**src/hw/rtl/itt_pkg.sv**
```systemverilog
// Shared types, codes and helper functions for the three-channel interval timer.
`timescale 1ns / 1ps

package itt_pkg;

    localparam int CountWidth      = 16;
    localparam int MaxChannels     = 3;
    localparam int NumChannelsDflt = 3;

    localparam int InDataWidth  = 16;
    localparam int OutDataWidth = 8;

    typedef logic [CountWidth-1:0] count_t;

    // Command codes carried in the input tuser bit.
    localparam logic CMD_WRITE = 1'b0;
    localparam logic CMD_TICK  = 1'b1;

    // Port offset of the control word port.
    localparam logic [1:0] PORT_CONTROL = 2'd3;

    // Access modes from the control word.
    localparam logic [1:0] ACC_LATCH    = 2'd0;
    localparam logic [1:0] ACC_LOW      = 2'd1;
    localparam logic [1:0] ACC_HIGH     = 2'd2;
    localparam logic [1:0] ACC_LOW_HIGH = 2'd3;

    // Effective operating modes after aliasing.
    localparam logic [1:0] MODE_TERMINAL = 2'd0;
    localparam logic [1:0] MODE_RATE     = 2'd2;
    localparam logic [1:0] MODE_SQUARE   = 2'd3;

    // One accepted word as seen by a single channel.
    typedef struct packed {
        logic       tick;
        logic       ctrl_wr;
        logic       data_wr;
        logic [7:0] wbyte;
    } itt_chan_req_t;

    // Modes 2 and 3 (and their aliases 6 and 7) stay; everything else acts as mode 0.
    function automatic logic [1:0] effective_mode(input logic [2:0] m);
        logic [1:0] low2;
        low2 = m[1:0];
        if (low2 == MODE_RATE || low2 == MODE_SQUARE)
            return low2;
        return MODE_TERMINAL;
    endfunction

    // Counter start value for a square-wave half period entered with the given level.
    function automatic count_t square_start(input count_t n, input logic level);
        if (!n[0])
            return n;
        if (level)
            return n + count_t'(1);
        if (n == count_t'(1))
            return count_t'(2);
        return n - count_t'(1);
    endfunction

endpackage

```
**src/hw/rtl/itt_channel.sv**
```systemverilog
// One timer channel: its programming registers, down counter and output level.
`timescale 1ns / 1ps

module itt_channel
    import itt_pkg::*;
(
    input  logic          clk,
    input  logic          rst_n,
    input  itt_chan_req_t req,
    output logic          level,
    output logic          level_next
);

    count_t     counter_reg, counter_next;
    count_t     reload_reg, reload_next;
    logic [1:0] mode_reg, mode_next;
    logic [1:0] access_reg, access_next;
    logic       high_next_reg, high_next_next;
    logic [7:0] low_hold_reg, low_hold_next;
    logic       pending_reg, pending_next;
    logic       counting_reg, counting_next;
    logic       level_reg, level_nxt;

    count_t dec1;
    count_t dec2;
    logic   toggled;

    assign dec1    = counter_reg - count_t'(1);
    assign dec2    = counter_reg - count_t'(2);
    assign toggled = ~level_reg;

    always_comb
    begin
        counter_next   = counter_reg;
        reload_next    = reload_reg;
        mode_next      = mode_reg;
        access_next    = access_reg;
        high_next_next = high_next_reg;
        low_hold_next  = low_hold_reg;
        pending_next   = pending_reg;
        counting_next  = counting_reg;
        level_nxt      = level_reg;

        if (req.tick)
        begin
            if (pending_reg)
            begin
                pending_next  = 1'b0;
                counting_next = 1'b1;
                if (mode_reg == MODE_SQUARE)
                    counter_next = square_start(reload_reg, level_reg);
                else
                    counter_next = reload_reg;
            end
            else if (counting_reg)
            begin
                case (mode_reg)
                    MODE_RATE:
                    begin
                        if (dec1 == '0)
                        begin
                            counter_next = reload_reg;
                            level_nxt    = 1'b1;
                        end
                        else
                        begin
                            counter_next = dec1;
                            level_nxt    = (dec1 != count_t'(1));
                        end
                    end
                    MODE_SQUARE:
                    begin
                        if (dec2 == '0)
                        begin
                            level_nxt    = toggled;
                            counter_next = square_start(reload_reg, toggled);
                        end
                        else
                            counter_next = dec2;
                    end
                    default:
                    begin
                        counter_next = dec1;
                        if (dec1 == '0)
                            level_nxt = 1'b1;
                    end
                endcase
            end
        end
        else if (req.ctrl_wr)
        begin
            mode_next      = effective_mode(req.wbyte[3:1]);
            access_next    = req.wbyte[5:4];
            high_next_next = 1'b0;
            pending_next   = 1'b0;
            counting_next  = 1'b0;
            level_nxt      = (effective_mode(req.wbyte[3:1]) != MODE_TERMINAL);
        end
        else if (req.data_wr)
        begin
            case (access_reg)
                ACC_LOW:
                begin
                    reload_next  = {8'd0, req.wbyte};
                    pending_next = 1'b1;
                end
                ACC_HIGH:
                begin
                    reload_next  = {req.wbyte, 8'd0};
                    pending_next = 1'b1;
                end
                default:
                begin
                    if (!high_next_reg)
                    begin
                        low_hold_next  = req.wbyte;
                        high_next_next = 1'b1;
                    end
                    else
                    begin
                        reload_next    = {req.wbyte, low_hold_reg};
                        high_next_next = 1'b0;
                        pending_next   = 1'b1;
                    end
                end
            endcase
            // A completed count in terminal-count mode pulls the output low.
            if (pending_next && !pending_reg && mode_reg == MODE_TERMINAL)
                level_nxt = 1'b0;
            else if (pending_next && mode_reg == MODE_TERMINAL
                     && (access_reg != ACC_LOW_HIGH || high_next_reg))
                level_nxt = 1'b0;
        end
    end

    always_ff @(posedge clk or negedge rst_n)
    begin
        if (!rst_n)
        begin
            counter_reg   <= '0;
            reload_reg    <= '0;
            mode_reg      <= MODE_TERMINAL;
            access_reg    <= ACC_LOW_HIGH;
            high_next_reg <= 1'b0;
            low_hold_reg  <= '0;
            pending_reg   <= 1'b0;
            counting_reg  <= 1'b0;
            level_reg     <= 1'b0;
        end
        else
        begin
            counter_reg   <= counter_next;
            reload_reg    <= reload_next;
            mode_reg      <= mode_next;
            access_reg    <= access_next;
            high_next_reg <= high_next_next;
            low_hold_reg  <= low_hold_next;
            pending_reg   <= pending_next;
            counting_reg  <= counting_next;
            level_reg     <= level_nxt;
        end
    end

    assign level      = level_reg;
    assign level_next = level_nxt;

endmodule

```
**src/hw/rtl/interval_timer_three_channel.sv**
```systemverilog
// Top level of the three-channel interval timer: input register, channels, result register.
`timescale 1ns / 1ps

//  Channel   Direction  Handshake                    Contents
//  s_axis    in         s_axis_tvalid/s_axis_tready  tuser: tick flag; tdata: port, byte
//  m_axis    out        m_axis_tvalid/m_axis_tready  tdata: output levels, interrupt pulse
//
//  The block takes one word per clock cycle, unless the result register is stalled,
//  and returns one result word for each. A word is held in the input register; the
//  channel update is done while it moves into the result register.
//  A stalled result register holds the input register, which in turn drops s_axis_tready.
//  Reset clears all channel state: modes to terminal count, access to low then high.

module interval_timer_three_channel
    import itt_pkg::*;
#(
    parameter int NUM_CHANNELS = NumChannelsDflt
)
(
    input  logic                    clk,
    input  logic                    rst_n,
    input  logic                    s_axis_tvalid,
    output logic                    s_axis_tready,
    // [1:0] port_offset, [9:2] write_byte, [15:10] zero
    input  logic [InDataWidth-1:0]  s_axis_tdata,
    // [0] command (0 = bus write, 1 = input clock tick)
    input  logic                    s_axis_tuser,
    output logic                    m_axis_tvalid,
    input  logic                    m_axis_tready,
    // [2:0] out_levels, [3] irq_pulse, [7:4] zero
    output logic [OutDataWidth-1:0] m_axis_tdata
);

    // Input register. Only the ten meaningful bits of tdata are kept.
    logic       in_valid_reg, in_valid_next;
    logic       in_cmd_reg;
    logic [1:0] in_port_reg;
    logic [7:0] in_byte_reg;

    // Result register.
    logic                    out_valid_reg, out_valid_next;
    logic [OutDataWidth-1:0] out_data_reg;

    logic                   advance;
    logic                   in_take;
    logic [MaxChannels-1:0] levels_now;
    logic [MaxChannels-1:0] levels_new;
    logic                   irq;

    // A word moves on when the result register is empty or being emptied.
    assign advance       = in_valid_reg && (!out_valid_reg || m_axis_tready);
    assign s_axis_tready = !in_valid_reg || advance;
    assign in_take       = s_axis_tvalid && s_axis_tready;

    assign in_valid_next  = in_take ? 1'b1 : (advance ? 1'b0 : in_valid_reg);
    assign out_valid_next = advance ? 1'b1 : (m_axis_tready ? 1'b0 : out_valid_reg);

    // Each channel sees the word only in the cycle it advances.
    for (genvar c = 0; c < MaxChannels; c++)
    begin : g_chan
        if (c < NUM_CHANNELS)
        begin : g_on
            itt_chan_req_t req;

            always_comb
            begin
                req.wbyte   = in_byte_reg;
                req.tick    = advance && (in_cmd_reg == CMD_TICK);
                req.ctrl_wr = advance && (in_cmd_reg == CMD_WRITE)
                              && (in_port_reg == PORT_CONTROL)
                              && (in_byte_reg[7:6] == 2'(c))
                              && (in_byte_reg[5:4] != ACC_LATCH);
                req.data_wr = advance && (in_cmd_reg == CMD_WRITE)
                              && (in_port_reg == 2'(c));
            end

            itt_channel u_chan (
                .clk        (clk),
                .rst_n      (rst_n),
                .req        (req),
                .level      (levels_now[c]),
                .level_next (levels_new[c])
            );
        end
        else
        begin : g_off
            assign levels_now[c] = 1'b0;
            assign levels_new[c] = 1'b0;
        end
    end

    // Interrupt on a rising edge of channel 0 caused by a tick.
    assign irq = (in_cmd_reg == CMD_TICK) && !levels_now[0] && levels_new[0];

    always_ff @(posedge clk or negedge rst_n)
    begin
        if (!rst_n)
        begin
            in_valid_reg  <= 1'b0;
            out_valid_reg <= 1'b0;
        end
        else
        begin
            in_valid_reg  <= in_valid_next;
            out_valid_reg <= out_valid_next;
        end
    end

    always_ff @(posedge clk)
    begin
        if (in_take)
        begin
            in_cmd_reg  <= s_axis_tuser;
            in_port_reg <= s_axis_tdata[1:0];
            in_byte_reg <= s_axis_tdata[9:2];
        end
        if (advance)
            out_data_reg <= {4'd0, irq, levels_new};
    end

    assign m_axis_tvalid = out_valid_reg;
    assign m_axis_tdata  = out_data_reg;

endmodule
```
**config.mk**
```make
export PLATFORM = sky130hd
export DESIGN_NAME = interval_timer_three_channel
export DESIGN_NICKNAME = d
export VERILOG_FILES = /design/src/hw/rtl/itt_pkg.sv /design/src/hw/rtl/itt_channel.sv /design/src/hw/rtl/interval_timer_three_channel.sv
export SDC_FILE = /design/constraint.sdc
export NUM_CORES = 1
export LEC_CHECK = 0
export BUFFER_PORTS_ARGS = -buffer_cell sky130_fd_sc_hd__buf_2
export CAP_MARGIN = 5
export CORE_UTILIZATION = 50
export DETAILED_ROUTE_END_ITERATION = 16
export PLACE_DENSITY = 0.66
export SYNTH_ARGS = -nofsm -noshare
export SYNTH_HDL_FRONTEND = slang
export SYNTH_SLANG_ARGS = --single-unit
export TNS_END_PERCENT = 50
```
**constraint.sdc**
```tcl
create_clock -name clk -period 3.9 [get_ports clk]
set_input_delay 0.39 -clock clk [delete_from_list [all_inputs] [get_ports clk]]
set_output_delay 0.39 -clock clk [all_outputs]
set_load 0.02 [all_outputs]
```
==> reports/summary.json, run 1 <==
{
  "outcome": "complete, but fails checks",
  "violated_checks": "hold timing",
  "final-hold-violation-count": 10,
  "r2r-end": "g_chan[1].g_on.u_chan.counter_reg[5]",
  "floorplan.core_area_um2": 28700,
  "cts_inserted_buffers": 17,
  "initial_antenna_violation_count": 0,
  "drive_gt1_share_pct": 11.2,
  "max-cap-violations": 0,
  "rr_startpoint": "g_chan[1].g_on.u_chan.counter_reg[2]",
  "irDropWorstVdd_v": 0.000449,
  "num_io_pins": 31,
  "worstPathMaxFanout": 11,
  "p_leak_nw": 5.91,
  "whs_ns": -0.0416,
  "clock_tree.root_cell": "sky130_fd_sc_hd__clkbuf_16",
  "synth.distinct_cells": 96,
  "setup_viol": 0,
  "io_buffer_count": 20,
  "rsz0062_at_grt": "no",
  "yosys_most_used_dff": "sky130_fd_sc_hd__dfrtp_1",
  "drtPass1Iterations": 8,
  "worst_r2r_path_depth": 12,
  "synthDominantAreaCellType": "sky130_fd_sc_hd__dfrtp_1",
  "synthMostInstantiatedCell": "sky130_fd_sc_hd__nand2_1",
  "postCtsSetupBuffers": 0,
  "first_global_vias": 13890,
  "netlist_area_um2": 14600,
  "yosys.area.top_type_share_pct": 24.0,
  "finalCriticalPeriod_ns": 3.50,
  "syn2layout_area_growth_pct": 6.87,
  "synth.yosys.seq_area_share_pct": 28.1,
  "routed_wl_per_cell_um": 21.4,
  "clk_path_buf_depth": 2,
  "first_pass_grt_wire_length_um": 77900,
  "cp_capture_point": "g_chan[1].g_on.u_chan.counter_reg[5]",
  "die_area_um2": 29900,
  "post-dp-hpwl_um": 35100,
  "final_cells": 2279,
  "die-width_um": 173,
  "worst-endpoint-required_ns": 4.24,
  "timing.critical_path.from_type": "register",
  "synth_edf_count": 15,
  "grtUsageTotal_pct": 32.4,
  "placement.cell_area_um2": 15000,
  "vias_per_inst": 6.65,
  "max-slew-margin-rel_pct": 26.8,
  "globalRouteOverflowTotal": 0,
  "skew_ns": 0.0150,
  "design_power_total_mw": 11.1,
  "worst_slew_pin_tran_ns": 1.10,
  "yosys_warnings": 0,
  "worst_path_arrival_ns": 3.84,
  "post_synth_inst_count": 1941,
  "effective_utilization_at_floorplan_pct": 50.9,
  "power.density_nw_per_um2": 709,
  "min_period_over_period_pct": 89.7,
  "placedCellCount": 2247,
  "fin_ws_ns": 0.401,
  "drc_errors": 0,
  "clock_sink_count": 161,
  "finalWeightedCongestion": 0.945,
  "post-place-ws_ns": 0.389,
  "yosys_register_bits": 161,
  "row_count": 62,
  "critical_path.startpoint": "g_chan[1].g_on.u_chan.counter_reg[2]",
  "synthTopCellsByArea": "sky130_fd_sc_hd__dfrtp_1 (24%), sky130_fd_sc_hd__nand2_1 (6.4%), sky130_fd_sc_hd__o21ai_0 (4.8%), sky130_fd_sc_hd__a21oi_1 (4.7%), sky130_fd_sc_hd__nor2_1 (4.5%)",
  "grt_start_max_net_pins": 90,
  "final_nets": 1939,
  "synthArstFlopShare_pct": 90.7,
  "clkTransAtPathRegs_ns": 0.08,
  "report.final.slew_viol_count": 0,
  "setup.worst_path.end_class": "register",
  "ctsHtreeMaxLevel": 4,
  "postLayoutCoreUtil_pct": 54.4,
  "final.setup.tns_ns": 0,
  "vias": 15155,
  "final_antenna_net_count": 0,
  "n_antenna_cell": 0,
  "worst-r2r-setup-slack_ns": 0.40,
  "worstSetupPathType": "register to register",
  "fmax_mhz": 286,
  "post-route-cell-area_um2": 15600,
  "min_path_type": "input port to asynchronous set/reset pin",
  "synth_area_per_cell_um2": 7.53,
  "drt_iter0_drc": 2096,
  "cts_tree": "built",
  "drt_wl_total_um": 48700,
  "dieHeight_um": 173,
  "clock_insertion_delay_worst_skew_ns": 0.45,
  "post_synth_most_frequent_cells": "sky130_fd_sc_hd__nand2_1 (248), sky130_fd_sc_hd__nor2_1 (174), sky130_fd_sc_hd__o21ai_0 (141)"
}
[cells in the final DEF (no fill, tap or decap), types with 31 or more instances in the layout]
cell | Yosys | final
sky130_fd_sc_hd__ha_1 | 36 | 36
sky130_fd_sc_hd__inv_1 | 51 | 51
sky130_fd_sc_hd__nor4_1 | 36 | 36
sky130_fd_sc_hd__nor2_1 | 174 | 174
sky130_fd_sc_hd__buf_4 | 5 | 71
sky130_fd_sc_hd__and3_1 | 40 | 40
sky130_fd_sc_hd__dfrtp_1 | 140 | 140
sky130_fd_sc_hd__xnor2_1 | 44 | 44
sky130_fd_sc_hd__nand4_1 | 31 | 31
sky130_fd_sc_hd__xor2_1 | 36 | 36
sky130_fd_sc_hd__nand2_1 | 248 | 248
sky130_fd_sc_hd__o21ai_0 | 141 | 140
sky130_fd_sc_hd__nor3_1 | 69 | 69
sky130_fd_sc_hd__nand3_1 | 91 | 91
sky130_fd_sc_hd__mux2_2 | 37 | 37
sky130_fd_sc_hd__a21oi_1 | 137 | 137
[logic make-up after synthesis]
family | count (synthesis) | synth area share (%)
xor+xnor | 80 | 4.79
buf+inv | 228 | 6.71
mux | 60 | 4.42
compound gates | 550 | 24.4
other cells | 1 | 0.0256
fa+ha+maj | 36 | 3.08
flops | 161 | 28.1
simple gates | 825 | 28.5
[cell type report]
class	count	area (um^2)
Timing Repair Buffer	92	659
Inverter	55	206
Fill cell	2798	13100
Sequential cell	161	4110
Clock buffer	17	425
Multi-Input combinational cell	1555	9540
Tap cell	384	480
Clock inverter	15	198
[layer usage]
| layer | GRT usage, % | share of wire [%] | up-vias |
|---|---|---|---|
| li1 | - | - | 6983 |
| met1 | 46.4 | 44 | 7287 |
| met2 | 50.8 | 46 | 793 |
| met3 | 3.78 | 7.9 | 92 |
| met4 | 10.7 | 2.5 | 0 |
| met5 | 0 | 0 | - |
[report_power, final]
group	switching [mW]	internal, mW	total [mW]
registers	1.49	2.34	3.83
clock network	0.879	0.884	1.76
logic	3.37	2.11	5.48
[critical path: stages, from the launching register on]
cell,delay (ns)
sky130_fd_sc_hd__dfrtp_1,0.45
sky130_fd_sc_hd__inv_1,0.13
sky130_fd_sc_hd__ha_1,0.27
sky130_fd_sc_hd__nor3b_4,0.33
sky130_fd_sc_hd__nand3_1,0.11
sky130_fd_sc_hd__a2111oi_1,0.70
sky130_fd_sc_hd__nor4b_1,0.39
sky130_fd_sc_hd__buf_4,0.20
sky130_fd_sc_hd__nand2_1,0.06
sky130_fd_sc_hd__buf_4,0.22
sky130_fd_sc_hd__o221ai_1,0.20
sky130_fd_sc_hd__a221oi_1,0.07
sky130_fd_sc_hd__nor3_1,0.25
[what timing repair did]
action | 4_1_cts | 5_1_grt
endpoints found under the setup margin | 0 | 5
hold buffers | 0 | 0
gates resized for setup | 0 | 1
[worst min-delay path by stage]
stage | from | to | cells after the start
floorplan | rst_n | g_chan[0].g_on.u_chan.counter_reg[0] | 0
global placement | g_chan[1].g_on.u_chan.counting_reg | g_chan[1].g_on.u_chan.counting_reg | 2
detailed placement | g_chan[1].g_on.u_chan.low_hold_reg[7] | g_chan[1].g_on.u_chan.low_hold_reg[7] | 1
CTS | rst_n | g_chan[2].g_on.u_chan.counter_reg[6] | 1
global route | rst_n | g_chan[2].g_on.u_chan.counter_reg[6] | 1
finish | rst_n | g_chan[2].g_on.u_chan.counter_reg[15] | 1
No activity file was read; power rests on OpenSTA's default activity.
==> inputs of run 2 (changes only) <==
CORE_ASPECT_RATIO = 0.6   (was not set)
==> run 2 against run 1 <==
- the run now ends clean
- critical endpoint is now g_chan[0].g_on.u_chan.counter_reg[2]
- power increased by 0.97%
- first-iteration DRC count increased by 7.3%
- utilization decreased by 0.29 points
- global-route usage increased by 2.1 points
- largest cell class unchanged
==> reports/summary.json, run 2 (same netlist as run 1, synthesis figures left out) <==
{
  "timing.critical_path.slowest_cell_delay_ns": 0.55,
  "rsz0062_at_grt": "no",
  "drc_errors": 0,
  "routed_wl_per_cell_um": 22.8,
  "setup_viol": 0,
  "clock_insertion_delay_worst_skew_ns": 0.46,
  "drt_wl_total_um": 51600,
  "ctsHtreeMaxLevel": 4,
  "final-hold-violation-count": 0,
  "clock_sink_count": 161,
  "row_count": 48,
  "vias": 15472,
  "min_path_type": "input port to asynchronous set/reset pin",
  "globalRouteOverflowTotal": 0,
  "dieHeight_um": 134,
  "effective_utilization_at_floorplan_pct": 50.8,
  "cts_resized": 0,
  "vias_per_inst": 6.82,
  "die-width_um": 223,
  "drive_gt1_share_pct": 11.2,
  "path_buf_inv": 1,
  "final.setup.tns_ns": 0,
  "report.final.slew_viol_count": 0,
  "clk_path_buf_depth": 2,
  "critPathMostFrequentCell": "sky130_fd_sc_hd__and3_1",
  "final_nets": 1938,
  "max-cap-violations": 0,
  "post_cts_hold_buffer_count": 0,
  "io_buffer_count": 20,
  "cts_tree": "built",
  "final_common_cell": "sky130_fd_sc_hd__nand2_1",
  "first_global_vias": 13806,
  "timing.critical_path.from_type": "register",
  "grtUsageTotal_pct": 34.5,
  "finalWeightedCongestion": 1.01,
  "cts_inserted_buffers": 17,
  "fmax_mhz": 274,
  "crit_chain": "inv_1, ha_1, a21boi_0, xnor2_1, and3_1, nand4_1, nor3_2, and3_1, a221oi_1, a311oi_1",
  "skew_ns": 0.0128,
  "irDropWorstVdd_v": 0.000394,
  "slowest_cell_on_the_critical_path": "sky130_fd_sc_hd__a21boi_0",
  "worstPathMaxFanout": 12,
  "min_period_over_period_pct": 93.7,
  "outcome": "complete, no violations",
  "final_cell_mix": "sky130_fd_sc_hd__nand2_1 (248), sky130_fd_sc_hd__nor2_1 (174), sky130_fd_sc_hd__o21ai_0 (140), sky130_fd_sc_hd__dfrtp_1 (140), sky130_fd_sc_hd__a21oi_1 (137)",
  "drtPass1Iterations": 7,
  "die_area_um2": 30000,
  "max-slew-margin-rel_pct": 36.0,
  "postCtsSetupBuffers": 0,
  "clock_tree.root_cell": "sky130_fd_sc_hd__clkbuf_16",
  "post-dp-hpwl_um": 37900,
  "setup.worst_path.end_class": "register",
  "grt_start_max_net_pins": 89,
  "syn2layout_area_growth_pct": 6.54,
  "p_leak_nw": 5.90,
  "critPathTopFamily": "simple AND/OR/NAND/NOR gates",
  "worst-endpoint-required_ns": 4.26,
  "design_power_total_mw": 11.2,
  "drt_iter0_drc": 2249,
  "first_pass_grt_wire_length_um": 80300,
  "clkTransAtPathRegs_ns": 0.08,
  "worst_path_arrival_ns": 4.02,
  "n_antenna_cell": 0,
  "initial_antenna_violation_count": 0,
  "finalCriticalPeriod_ns": 3.65,
  "final_antenna_net_count": 0,
  "worst_slew_pin_tran_ns": 0.959,
  "power.density_nw_per_um2": 718,
  "worstSetupPathType": "register to register",
  "num_io_pins": 31,
  "floorplan.core_area_um2": 28800
}
[run 2: cell count changes in the layout (fill, tap and decap cells not counted), sizes merged]
cell and delta:
buf -1, clkbuf +2, clkinv -2, clkinvlp -1
inv +1
[run 2: cell type report]
type,count,area [um^2]
fill,2793,13200
multi-input combinational,1555,9550
sequential,161,4110
timing repair buffer,91,652
tap,375,469
clock buffer,19,454
inverter,55,206
clock inverter,13,134
[run 2: path summary, 6_finish.rpt]
kind | from | end | slack (ns) | cells after the start
max | g_chan[0].g_on.u_chan.counter_reg[1] | g_chan[0].g_on.u_chan.counter_reg[2] | 0.25 | 10
max in group asynchronous | rst_n | g_chan[0].g_on.u_chan.access_reg[1] | 2.91 | 2
max reg2reg | g_chan[0].g_on.u_chan.counter_reg[1] | g_chan[0].g_on.u_chan.counter_reg[2] | 0.25 | 10
min reg2reg | g_chan[1].g_on.u_chan.low_hold_reg[0] | g_chan[1].g_on.u_chan.low_hold_reg[0] | 0.51 | 1
min | rst_n | g_chan[2].g_on.u_chan.counter_reg[7] | 0.03 | 1
min in group clk | s_axis_tdata[9] | in_byte_reg[7] | 0.10 | 1
[run 2: power breakdown]
part	total, mW	internal, mW	leakage [nW]	switching [mW]
clock network	1.73	0.891	0.291	0.834
registers	3.87	2.34	1.87	1.52
logic	5.60	2.10	3.75	3.50
[run 2: through the flow]
| step | area, um^2 | worst slack [ns] | util [%] | hold WS (ns) | std cells |
|---|---|---|---|---|---|
| after floorplan | 14600 | 0.505 | - | 0.0944 | 1944 |
| after global placement | 15000 | 0.406 | 52.1 | 0.484 | 2237 |
| after detailed placement | 15000 | 0.380 | 52.1 | 0.497 | 2237 |
| after CTS | 15600 | 0.391 | 54.1 | 0.0652 | 2269 |
| after global routing | 15600 | 0.109 | 54.1 | 0.0838 | 2269 |
| final | 15600 | 0.246 | 54.1 | 0.0284 | 2269 |
[run 2: routing by layer]
| metal | up-vias | GRT usage, % | part of all wire (%) |
|---|---|---|---|
| li1 | 6973 | - | - |
| met1 | 7468 | 55.0 | 47 |
| met2 | 953 | 45.2 | 38 |
| met3 | 78 | 9.09 | 13 |
| met4 | 0 | 7.32 | 1.5 |
| met5 | - | 0 | 0 |
